$ cat config.mk
export PLATFORM = sky130hd
export DESIGN_NAME = can_signal_packer_core
export DESIGN_NICKNAME = d
export VERILOG_FILES = /design/src/hw/rtl/csp_pkg.sv /design/src/hw/rtl/csp_divider.sv /design/src/hw/rtl/csp_frame_buf.sv /design/src/hw/rtl/can_signal_packer_core.sv
export SDC_FILE = /design/constraint.sdc
export NUM_CORES = 2
export LEC_CHECK = 0
export ABC_AREA = 1
export BUFFER_PORTS_ARGS = -buffer_cell sky130_fd_sc_hd__buf_2
export CORE_UTILIZATION = 40
export DETAILED_ROUTE_END_ITERATION = 16
export SETUP_SLACK_MARGIN = 0.15
export SLEW_MARGIN = 20
export SYNTH_ARGS = -nofsm -noshare
export SYNTH_HDL_FRONTEND = slang
export SYNTH_SLANG_ARGS = --single-unit
$ cat constraint.sdc
create_clock -name clock -period 22.7 [get_ports clock]
set_clock_uncertainty 0.05 [all_clocks]
set_input_delay 2.27 -clock clock [delete_from_list [all_inputs] [get_ports clock]]
set_output_delay 2.27 -clock clock [all_outputs]
set_load 0.05 [all_outputs]
$ cat src/hw/rtl/csp_pkg.sv
// Shared types and constants for the CAN signal packer.
// Used by csp_divider, csp_frame_buf and can_signal_packer_core.
`timescale 1ns / 1ps

package csp_pkg;

   localparam int PHYS_W    = 48;
   localparam int FAC_W     = 32;
   localparam int LEN_W     = 7;
   localparam int SB_W      = 6;
   localparam int FRAME_W   = 64;
   localparam int POS_W     = 6;
   localparam int NUM_W     = PHYS_W + 2;
   localparam int QUO_W     = PHYS_W + 1;
   localparam int DIV_CNT_W = 6;
   localparam int DIV_STEPS = NUM_W;
   localparam int DELTA_INV = 10000;

   typedef enum logic [3:0] {
      ST_IDLE,
      ST_MIN,
      ST_MAX,
      ST_DIFF,
      ST_ABS,
      ST_NUM,
      ST_DIV,
      ST_SAT,
      ST_PLACE,
      ST_FIN
   } csp_state_type;

   typedef struct packed {
      logic             clear;
      logic             set;
      logic [POS_W-1:0] pos;
   } frame_cmd_type;

endpackage

$ cat src/hw/rtl/csp_divider.sv
// Restoring divider, one quotient bit per cycle.
// Depends on csp_pkg for operand widths and step count.
`timescale 1ns / 1ps

module csp_divider (
   input  logic                        clock,
   input  logic                        reset,
   input  logic                        start,
   input  logic [csp_pkg::NUM_W-1:0]   numerator,
   input  logic [csp_pkg::FAC_W:0]     divisor,
   output logic                        done,
   output logic [csp_pkg::QUO_W-1:0]   quotient
);
   import csp_pkg::*;

   logic                 busy_ff, busy_in;
   logic [DIV_CNT_W-1:0] cnt_ff, cnt_in;
   logic [FAC_W:0]       rem_ff, rem_in;
   logic [NUM_W-1:0]     quo_ff, quo_in;
   logic [FAC_W:0]       div_ff, div_in;
   logic [FAC_W+1:0]     trial;
   logic [FAC_W+1:0]     trial_diff;
   logic                 fits;
   logic                 last_step;

   assign trial      = {rem_ff, quo_ff[NUM_W-1]};
   assign trial_diff = trial - {1'b0, div_ff};
   assign fits       = trial >= {1'b0, div_ff};
   assign last_step  = cnt_ff == DIV_CNT_W'(DIV_STEPS - 1);
   assign done       = busy_ff && last_step;
   assign quotient   = quo_ff[QUO_W-1:0];

   always_comb begin
      busy_in = busy_ff;
      cnt_in  = cnt_ff;
      rem_in  = rem_ff;
      quo_in  = quo_ff;
      div_in  = div_ff;
      if (start) begin
         busy_in = 1'b1;
         cnt_in  = '0;
         rem_in  = '0;
         quo_in  = numerator;
         div_in  = divisor;
      end else if (busy_ff) begin
         rem_in = fits ? trial_diff[FAC_W:0] : trial[FAC_W:0];
         quo_in = {quo_ff[NUM_W-2:0], fits};
         cnt_in = cnt_ff + 1'b1;
         if (last_step) begin
            busy_in = 1'b0;
         end
      end
   end

   always_ff @(posedge clock) begin
      if (reset) begin
         busy_ff <= 1'b0;
      end else begin
         busy_ff <= busy_in;
      end
   end

   always_ff @(posedge clock) begin
      cnt_ff <= cnt_in;
      rem_ff <= rem_in;
      quo_ff <= quo_in;
      div_ff <= div_in;
   end

endmodule

$ cat src/hw/rtl/csp_frame_buf.sv
// 64-bit frame buffer: cleared on command, one bit set per cycle.
// Depends on csp_pkg for the command struct.
`timescale 1ns / 1ps

module csp_frame_buf (
   input  logic                          clock,
   input  logic                          reset,
   input  csp_pkg::frame_cmd_type        cmd,
   output logic [csp_pkg::FRAME_W-1:0]   frame_data
);
   import csp_pkg::*;

   logic [FRAME_W-1:0] frame_ff, frame_in;

   always_comb begin
      frame_in = frame_ff;
      if (cmd.clear) begin
         frame_in = '0;
      end else if (cmd.set) begin
         frame_in = frame_ff | (FRAME_W'(1) << cmd.pos);
      end
   end

   always_ff @(posedge clock) begin
      if (reset) begin
         frame_ff <= '0;
      end else begin
         frame_ff <= frame_in;
      end
   end

   assign frame_data = frame_ff;

endmodule

$ cat src/hw/rtl/can_signal_packer_core.sv
// Packs one CAN signal per item into a 64-bit frame: clamp, subtract offset,
// divide by the factor with rounding, saturate, then place the raw bits in
// Intel or Motorola layout. Between one accepted item and the next come the
// accepting cycle, five setup steps, the serial divider (one quotient bit
// per cycle), a saturation step, one bit placement per raw bit and a
// final step, which holds while an earlier frame still waits in the output
// register; req_ready is low from the accepting edge until the block is
// idle again. A finished frame waits in an output register, so the next
// item can be taken before it is read.
// Depends on csp_pkg, csp_divider and csp_frame_buf.
`timescale 1ns / 1ps

module can_signal_packer_core #(
   parameter int FRAC_BITS = 16
) (
   input  logic                               clock,
   input  logic                               reset,
   input  logic                               req_valid,
   output logic                               req_ready,
   input  logic                               req_first_signal,
   input  logic                               req_last_signal,
   input  logic [csp_pkg::SB_W-1:0]           req_start_bit,
   input  logic [csp_pkg::LEN_W-1:0]          req_signal_length,
   input  logic                               req_intel_order,
   input  logic                               req_raw_unsigned,
   input  logic signed [csp_pkg::PHYS_W-1:0]  req_physical_value,
   input  logic signed [csp_pkg::PHYS_W-1:0]  req_scale_offset,
   input  logic [csp_pkg::FAC_W-1:0]          req_scale_factor,
   input  logic signed [csp_pkg::PHYS_W-1:0]  req_phys_minimum,
   input  logic signed [csp_pkg::PHYS_W-1:0]  req_phys_maximum,
   output logic                               rsp_valid,
   input  logic                               rsp_ready,
   output logic [csp_pkg::FRAME_W-1:0]        rsp_frame_data
);
   import csp_pkg::*;

   localparam logic signed [PHYS_W:0] DeltaPos =
      (PHYS_W+1)'(((64'd1 << FRAC_BITS) / DELTA_INV));
   localparam logic signed [PHYS_W:0] DeltaNeg = -DeltaPos;

   csp_state_type state_ff, state_in;

   logic                      first_ff, first_in;
   logic                      last_ff, last_in;
   logic                      intel_ff, intel_in;
   logic                      uns_ff, uns_in;
   logic [SB_W-1:0]           sb_ff, sb_in;
   logic [LEN_W-1:0]          len_ff, len_in;
   logic signed [PHYS_W-1:0]  val_ff, val_in;
   logic signed [PHYS_W-1:0]  off_ff, off_in;
   logic signed [PHYS_W-1:0]  mn_ff, mn_in;
   logic signed [PHYS_W-1:0]  mx_ff, mx_in;
   logic [FAC_W-1:0]          fac_ff, fac_in;
   logic                      clamp_ff, clamp_in;
   logic signed [PHYS_W:0]    diff_ff, diff_in;
   logic                      neg_ff, neg_in;
   logic [PHYS_W-1:0]         mag_ff, mag_in;
   logic [FRAME_W-1:0]        mask_ff, mask_in;
   logic [FRAME_W-1:0]        bits_ff, bits_in;
   logic signed [5:0]         byte_ff, byte_in;
   logic [2:0]                shift_ff, shift_in;
   logic [LEN_W-1:0]          cnt_ff, cnt_in;
   logic                      rsp_valid_ff, rsp_valid_in;
   logic [FRAME_W-1:0]        rsp_data_ff, rsp_data_in;

   logic                      div_start;
   logic                      div_done;
   logic [NUM_W-1:0]          div_num;
   logic [QUO_W-1:0]          div_quo;
   frame_cmd_type             frame_cmd;
   logic [FRAME_W-1:0]        frame_data;

   logic signed [PHYS_W:0]    mn_wide;
   logic signed [PHYS_W:0]    mx_wide;
   logic                      clamp_on;
   logic [FRAME_W-1:0]        q_wide;
   logic [FRAME_W-1:0]        q_less;
   logic [FRAME_W-1:0]        mask_m;
   logic                      q_nz;
   logic [LEN_W-1:0]          t2;

   assign mn_wide  = (PHYS_W+1)'(mn_ff);
   assign mx_wide  = (PHYS_W+1)'(mx_ff);
   assign clamp_on = (mn_wide > DeltaPos) || (mn_wide < DeltaNeg)
                  || (mx_wide > DeltaPos) || (mx_wide < DeltaNeg);
   assign q_wide   = FRAME_W'(div_quo);
   assign q_less   = q_wide - FRAME_W'(1);
   assign mask_m   = mask_ff >> 1;
   assign q_nz     = |div_quo;
   assign t2       = LEN_W'({sb_ff[5:3], ~sb_ff[2:0]}) + len_ff - LEN_W'(1);

   assign div_start = state_ff == ST_NUM;
   assign div_num   = {1'b0, mag_ff, 1'b0} + NUM_W'(fac_ff);

   csp_divider u_divider (
      .clock     (clock),
      .reset     (reset),
      .start     (div_start),
      .numerator (div_num),
      .divisor   ({fac_ff, 1'b0}),
      .done      (div_done),
      .quotient  (div_quo)
   );

   csp_frame_buf u_frame_buf (
      .clock      (clock),
      .reset      (reset),
      .cmd        (frame_cmd),
      .frame_data (frame_data)
   );

   always_comb begin
      state_in     = state_ff;
      first_in     = first_ff;
      last_in      = last_ff;
      intel_in     = intel_ff;
      uns_in       = uns_ff;
      sb_in        = sb_ff;
      len_in       = len_ff;
      val_in       = val_ff;
      off_in       = off_ff;
      mn_in        = mn_ff;
      mx_in        = mx_ff;
      fac_in       = fac_ff;
      clamp_in     = clamp_ff;
      diff_in      = diff_ff;
      neg_in       = neg_ff;
      mag_in       = mag_ff;
      mask_in      = mask_ff;
      bits_in      = bits_ff;
      byte_in      = byte_ff;
      shift_in     = shift_ff;
      cnt_in       = cnt_ff;
      rsp_data_in  = rsp_data_ff;
      rsp_valid_in = rsp_valid_ff && !rsp_ready;
      frame_cmd    = '0;

      case (state_ff)
         ST_IDLE: begin
            if (req_valid) begin
               first_in = req_first_signal;
               last_in  = req_last_signal;
               intel_in = req_intel_order;
               uns_in   = req_raw_unsigned;
               sb_in    = req_start_bit;
               len_in   = (req_signal_length > LEN_W'(FRAME_W)) ?
                          LEN_W'(FRAME_W) : req_signal_length;
               val_in   = req_physical_value;
               off_in   = req_scale_offset;
               mn_in    = req_phys_minimum;
               mx_in    = req_phys_maximum;
               fac_in   = (req_scale_factor == '0) ? FAC_W'(1) : req_scale_factor;
               state_in = ST_MIN;
            end
         end
         ST_MIN: begin
            clamp_in = clamp_on;
            if (clamp_on && (val_ff < mn_ff)) begin
               val_in = mn_ff;
            end
            state_in = ST_MAX;
         end
         ST_MAX: begin
            if (clamp_ff && (val_ff > mx_ff)) begin
               val_in = mx_ff;
            end
            state_in = ST_DIFF;
         end
         ST_DIFF: begin
            diff_in  = (PHYS_W+1)'(val_ff) - (PHYS_W+1)'(off_ff);
            mask_in  = len_ff[LEN_W-1] ? '1 :
                       ((FRAME_W'(1) << len_ff[LEN_W-2:0]) - FRAME_W'(1));
            state_in = ST_ABS;
         end
         ST_ABS: begin
            neg_in   = diff_ff[PHYS_W];
            mag_in   = diff_ff[PHYS_W] ? PHYS_W'(-diff_ff) : PHYS_W'(diff_ff);
            state_in = ST_NUM;
         end
         ST_NUM: begin
            state_in = ST_DIV;
         end
         ST_DIV: begin
            if (div_done) begin
               state_in = ST_SAT;
            end
         end
         ST_SAT: begin
            if (uns_ff) begin
               if (neg_ff && q_nz) begin
                  bits_in = '0;
               end else if (|(q_wide & ~mask_ff)) begin
                  bits_in = mask_ff;
               end else begin
                  bits_in = q_wide;
               end
            end else if (!(neg_ff && q_nz)) begin
               bits_in = (|(q_wide & ~mask_m)) ? mask_m : q_wide;
            end else begin
               bits_in = (|(q_less & ~mask_m)) ? ~mask_m : (~q_wide + FRAME_W'(1));
            end
            if (intel_ff) begin
               byte_in  = 6'({3'b000, sb_ff[5:3]});
               shift_in = sb_ff[2:0];
            end else begin
               byte_in  = 6'({2'b00, t2[6:3]});
               shift_in = ~t2[2:0];
            end
            cnt_in          = len_ff;
            frame_cmd.clear = first_ff;
            state_in        = (len_ff == '0) ? ST_FIN : ST_PLACE;
         end
         ST_PLACE: begin
            frame_cmd.set = bits_ff[0] && (byte_ff[5:3] == 3'b000);
            frame_cmd.pos = {byte_ff[2:0], shift_ff};
            bits_in       = bits_ff >> 1;
            shift_in      = shift_ff + 3'd1;
            if (shift_ff == 3'd7) begin
               byte_in = intel_ff ? (byte_ff + 6'sd1) : (byte_ff - 6'sd1);
            end
            cnt_in = cnt_ff - LEN_W'(1);
            if (cnt_ff == LEN_W'(1)) begin
               state_in = ST_FIN;
            end
         end
         ST_FIN: begin
            if (!last_ff) begin
               state_in = ST_IDLE;
            end else if (!rsp_valid_ff || rsp_ready) begin
               rsp_valid_in = 1'b1;
               rsp_data_in  = frame_data;
               state_in     = ST_IDLE;
            end
         end
         default: begin
            state_in = ST_IDLE;
         end
      endcase
   end

   always_ff @(posedge clock) begin
      if (reset) begin
         state_ff     <= ST_IDLE;
         rsp_valid_ff <= 1'b0;
      end else begin
         state_ff     <= state_in;
         rsp_valid_ff <= rsp_valid_in;
      end
   end

   always_ff @(posedge clock) begin
      first_ff    <= first_in;
      last_ff     <= last_in;
      intel_ff    <= intel_in;
      uns_ff      <= uns_in;
      sb_ff       <= sb_in;
      len_ff      <= len_in;
      val_ff      <= val_in;
      off_ff      <= off_in;
      mn_ff       <= mn_in;
      mx_ff       <= mx_in;
      fac_ff      <= fac_in;
      clamp_ff    <= clamp_in;
      diff_ff     <= diff_in;
      neg_ff      <= neg_in;
      mag_ff      <= mag_in;
      mask_ff     <= mask_in;
      bits_ff     <= bits_in;
      byte_ff     <= byte_in;
      shift_ff    <= shift_in;
      cnt_ff      <= cnt_in;
      rsp_data_ff <= rsp_data_in;
   end

   assign req_ready      = state_ff == ST_IDLE;
   assign rsp_valid      = rsp_valid_ff;
   assign rsp_frame_data = rsp_data_ff;

   a_busy_after_accept: assert property (@(posedge clock) disable iff (reset)
      req_valid && req_ready |=> !req_ready)
      else $error("input taken while an item is in progress");

   a_div_done_in_div: assert property (@(posedge clock) disable iff (reset)
      div_done |-> state_ff == ST_DIV)
      else $error("divider finished outside the divide step");

   a_place_count: assert property (@(posedge clock) disable iff (reset)
      state_ff == ST_PLACE |-> cnt_ff != '0)
      else $error("bit placement with no bits left");

   a_frame_only_on_last: assert property (@(posedge clock) disable iff (reset)
      $rose(rsp_valid) |-> last_ff)
      else $error("frame emitted for an item without the last flag");

endmodule
==> metrics.cfg <==
[detailed_routing]
drt-pass1-iter-count=6
top_layer=met5
wl_per_cell_um=19.9
finalWirelength_mm=147
drt-met1-wl_mm=64.7
drtIter0Drc=3773
antenna_left=0
vias=39600
wl_met2_mm=67.4
drc=0
viasPerCell=5.37
wl_met3_mm=9.38

[critical_path]
worst-path-buf-inv=5
criticalPathCategory=reg -> reg
critPathLaunchType=flop
cp_top_family=buffers and inverters
crit_path_end_kind=flop
critPathSlowestCell=buf_4
cp.arrival_ps=5230
cp_data_required_time_ps=23160
worstPathCellList=inv_1, ha_1, nand2_2, nor2_4, nand2_1, or3_4, o21ai_4, inv_2, buf_4, nor2_4, buf_4, o211ai_1, nand2_1, inv_1, a21oi_1
crit_path_max_incr_delay_ps=660
path_max_fanout=62

[sta]
slew_headroom=0.229
fin_crit_ps=4770
finalSetupViolCount=0
layout_setup_ws_ps=17930
timing.hold.ws_ps=377
tns_ps=0
hold_viol=0
rsz0062_at_grt=false
fin_crit_sh=0.210
max_slew.worst_pin.slew_ps=1160
drv_slew=0
fmax_mhz=210

[logic_synthesis]
ys_warn_count=0
yosys.area.top_type=edfxtp_1
synth_top_area_frac=0.416
synthArstFlopShare=0
synth_area_leaders=edfxtp_1 (42%), nand2_1 (9.8%), inv_1 (6.5%)
yosysSeqAreaShare=0.465
synth_nets=6054
synth_cells=5574
avgSynthCellArea_um2=8.15
yosys_register_bits=739
synth_edf_count=630
synth_cell_type_count=53
syn_area_um2=45400
ys.flop_type=edfxtp_1

[clock_tree]
clk_pin_slew_ps=60
postCtsHoldBufs=0
cts.path.max_buffers=3
htreeDepth=3
clock-sinks=739
cts_setup_buffers=0
cts_root_buf=clkbuf_16
clk_latency_ps=670
cts_tree=done
ctsResizeCount=0
numCtsBuffers=83

[layout]
antenna_cells=0
most-common-layout-cells=nand2_1 (1178), inv_1 (788), edfxtp_1 (630), nor2_1 (596), a21oi_1 (368)
drive_gt1_frac=0.0930
nets=6289
syn_to_final_growth_pct=12.9
layout_commonest_cell=nand2_1
post-route-util=0.456

[floorplanning]
die_area_um2=115000
initial_core_util=0.404
die_width_um=339
rows=123
die_h_um=339
io_pins=311
core_um2=112000

[place]
pre_cts_ws_ps=18030
io_buffers=310
gp_congestion=0.983
hpwl_mm=113

[pwr]
switching_share=0.320
power_frac_seq=0.420
powerDensity_nw_per_um2=80.7
p_leak_uw=0.0221
switchingPower_uw=1330
vdd_drop_max_mv=0.102
p_comb_frac=0.235
p_clk_frac=0.345
p_int_uw=2810
finalPower_uw=4140

[global_route]
overflow=0
antenna_found_initial=5
grt_start_max_net_pins=175
grt_pass1_wl_mm=225
track_usage=0.251
grt_pass1_vias=38200

[outcome]
outcome=completed

[worst_hold_path]
hold_path_class=reg -> reg

[flow_run]
maxCapViolations=0

-- state kept, by name (all words and copies together) (netlist names), 49 cells and up --
name and flops:
mask_ff 64, u_frame_buf.frame_data 64, diff_ff 49, u_divider.quo_ff 50, rsp_frame_data 64, bits_ff 64
-- cell families (layout without fill, tap and decap cells) --
logic type      Yosys count  after routing  synth area share
fa+ha+maj               235            235            0.0656
xor+xnor                149            149            0.0287
simple gates           2422           2422             0.226
compound gates         1032           1032             0.131
flops                   739            739             0.465
buf+inv                 997           1302            0.0846
-- final timing paths --
check / startpoint / end / slack (ps) / depth (start not counted)
max: u_divider.quo_ff[1] / bits_ff[47] / 17930 / 15
max reg2reg: u_divider.quo_ff[1] / bits_ff[47] / 17930 / 15
min reg2reg: u_frame_buf.frame_data[41] / rsp_frame_data[41] / 380 / 0
min: u_frame_buf.frame_data[41] / rsp_frame_data[41] / 380 / 0
-- power by group through the flow --
stage	sequential, uW	combinational, uW	clock, uW
CTS	1740	969	1460
finish	1740	973	1430
floorplan	1730	697	0
detailed placement	1760	962	0
global route	1750	1100	1500
global placement	1760	952	0
-- cells in the mapped netlist (8+ instances only) --
| master | number |
|---|---|
| nand2_1 | 1182 |
| inv_1 | 789 |
| edfxtp_1 | 630 |
| nor2_1 | 608 |
| a21oi_1 | 368 |
| o21ai_0 | 340 |
| nand3_1 | 336 |
| ha_1 | 230 |
| clkbuf_1 | 135 |
| dfxtp_1 | 109 |
| nand4_1 | 96 |
| xor2_1 | 76 |
| xnor2_1 | 73 |
| o211ai_1 | 72 |
| nor3_1 | 69 |
| a31oi_1 | 63 |
| nor4_1 | 61 |
| o221ai_1 | 55 |
| o22ai_1 | 42 |
| buf_2 | 28 |
| buf_1 | 21 |
| or2_2 | 19 |
| a21o_1 | 16 |
| o21bai_1 | 14 |
| o21a_1 | 13 |
| a221oi_1 | 12 |
| nand3b_1 | 10 |
| a21boi_0 | 9 |
| o31ai_1 | 9 |
| buf_4 | 8 |
| nor2_2 | 8 |
| nor2_4 | 8 |
-- through the flow --
stage          cell area [um^2]  instances
2_1_floorplan             45400       5574
6_report                  51300       7379
3_5_place_dp              48400       7223
5_1_grt                   51300       7379
4_1_cts                   51300       7378
3_3_place_gp              48400       7223
-- metal layers --
layer / GRT usage / vias to the layer above
met1: 0.338 / 18500
met2: 0.408 / 1399
met4: 0.0921 / 6
li1: - / 19400
met5: 0 / -
met3: 0.0354 / 258
-- layout make-up --
cell class | instances | area [um^2]
Clock inverter | 49 | 651
Inverter | 800 | 3010
Tap cell | 1500 | 1880
Sequential cell | 739 | 21100
Clock buffer | 106 | 2210
Multi-Input combinational cell | 3838 | 20600
Timing Repair Buffer | 347 | 1860
Fill cell | 11200 | 61200
(Power assumes the default switching activity.)
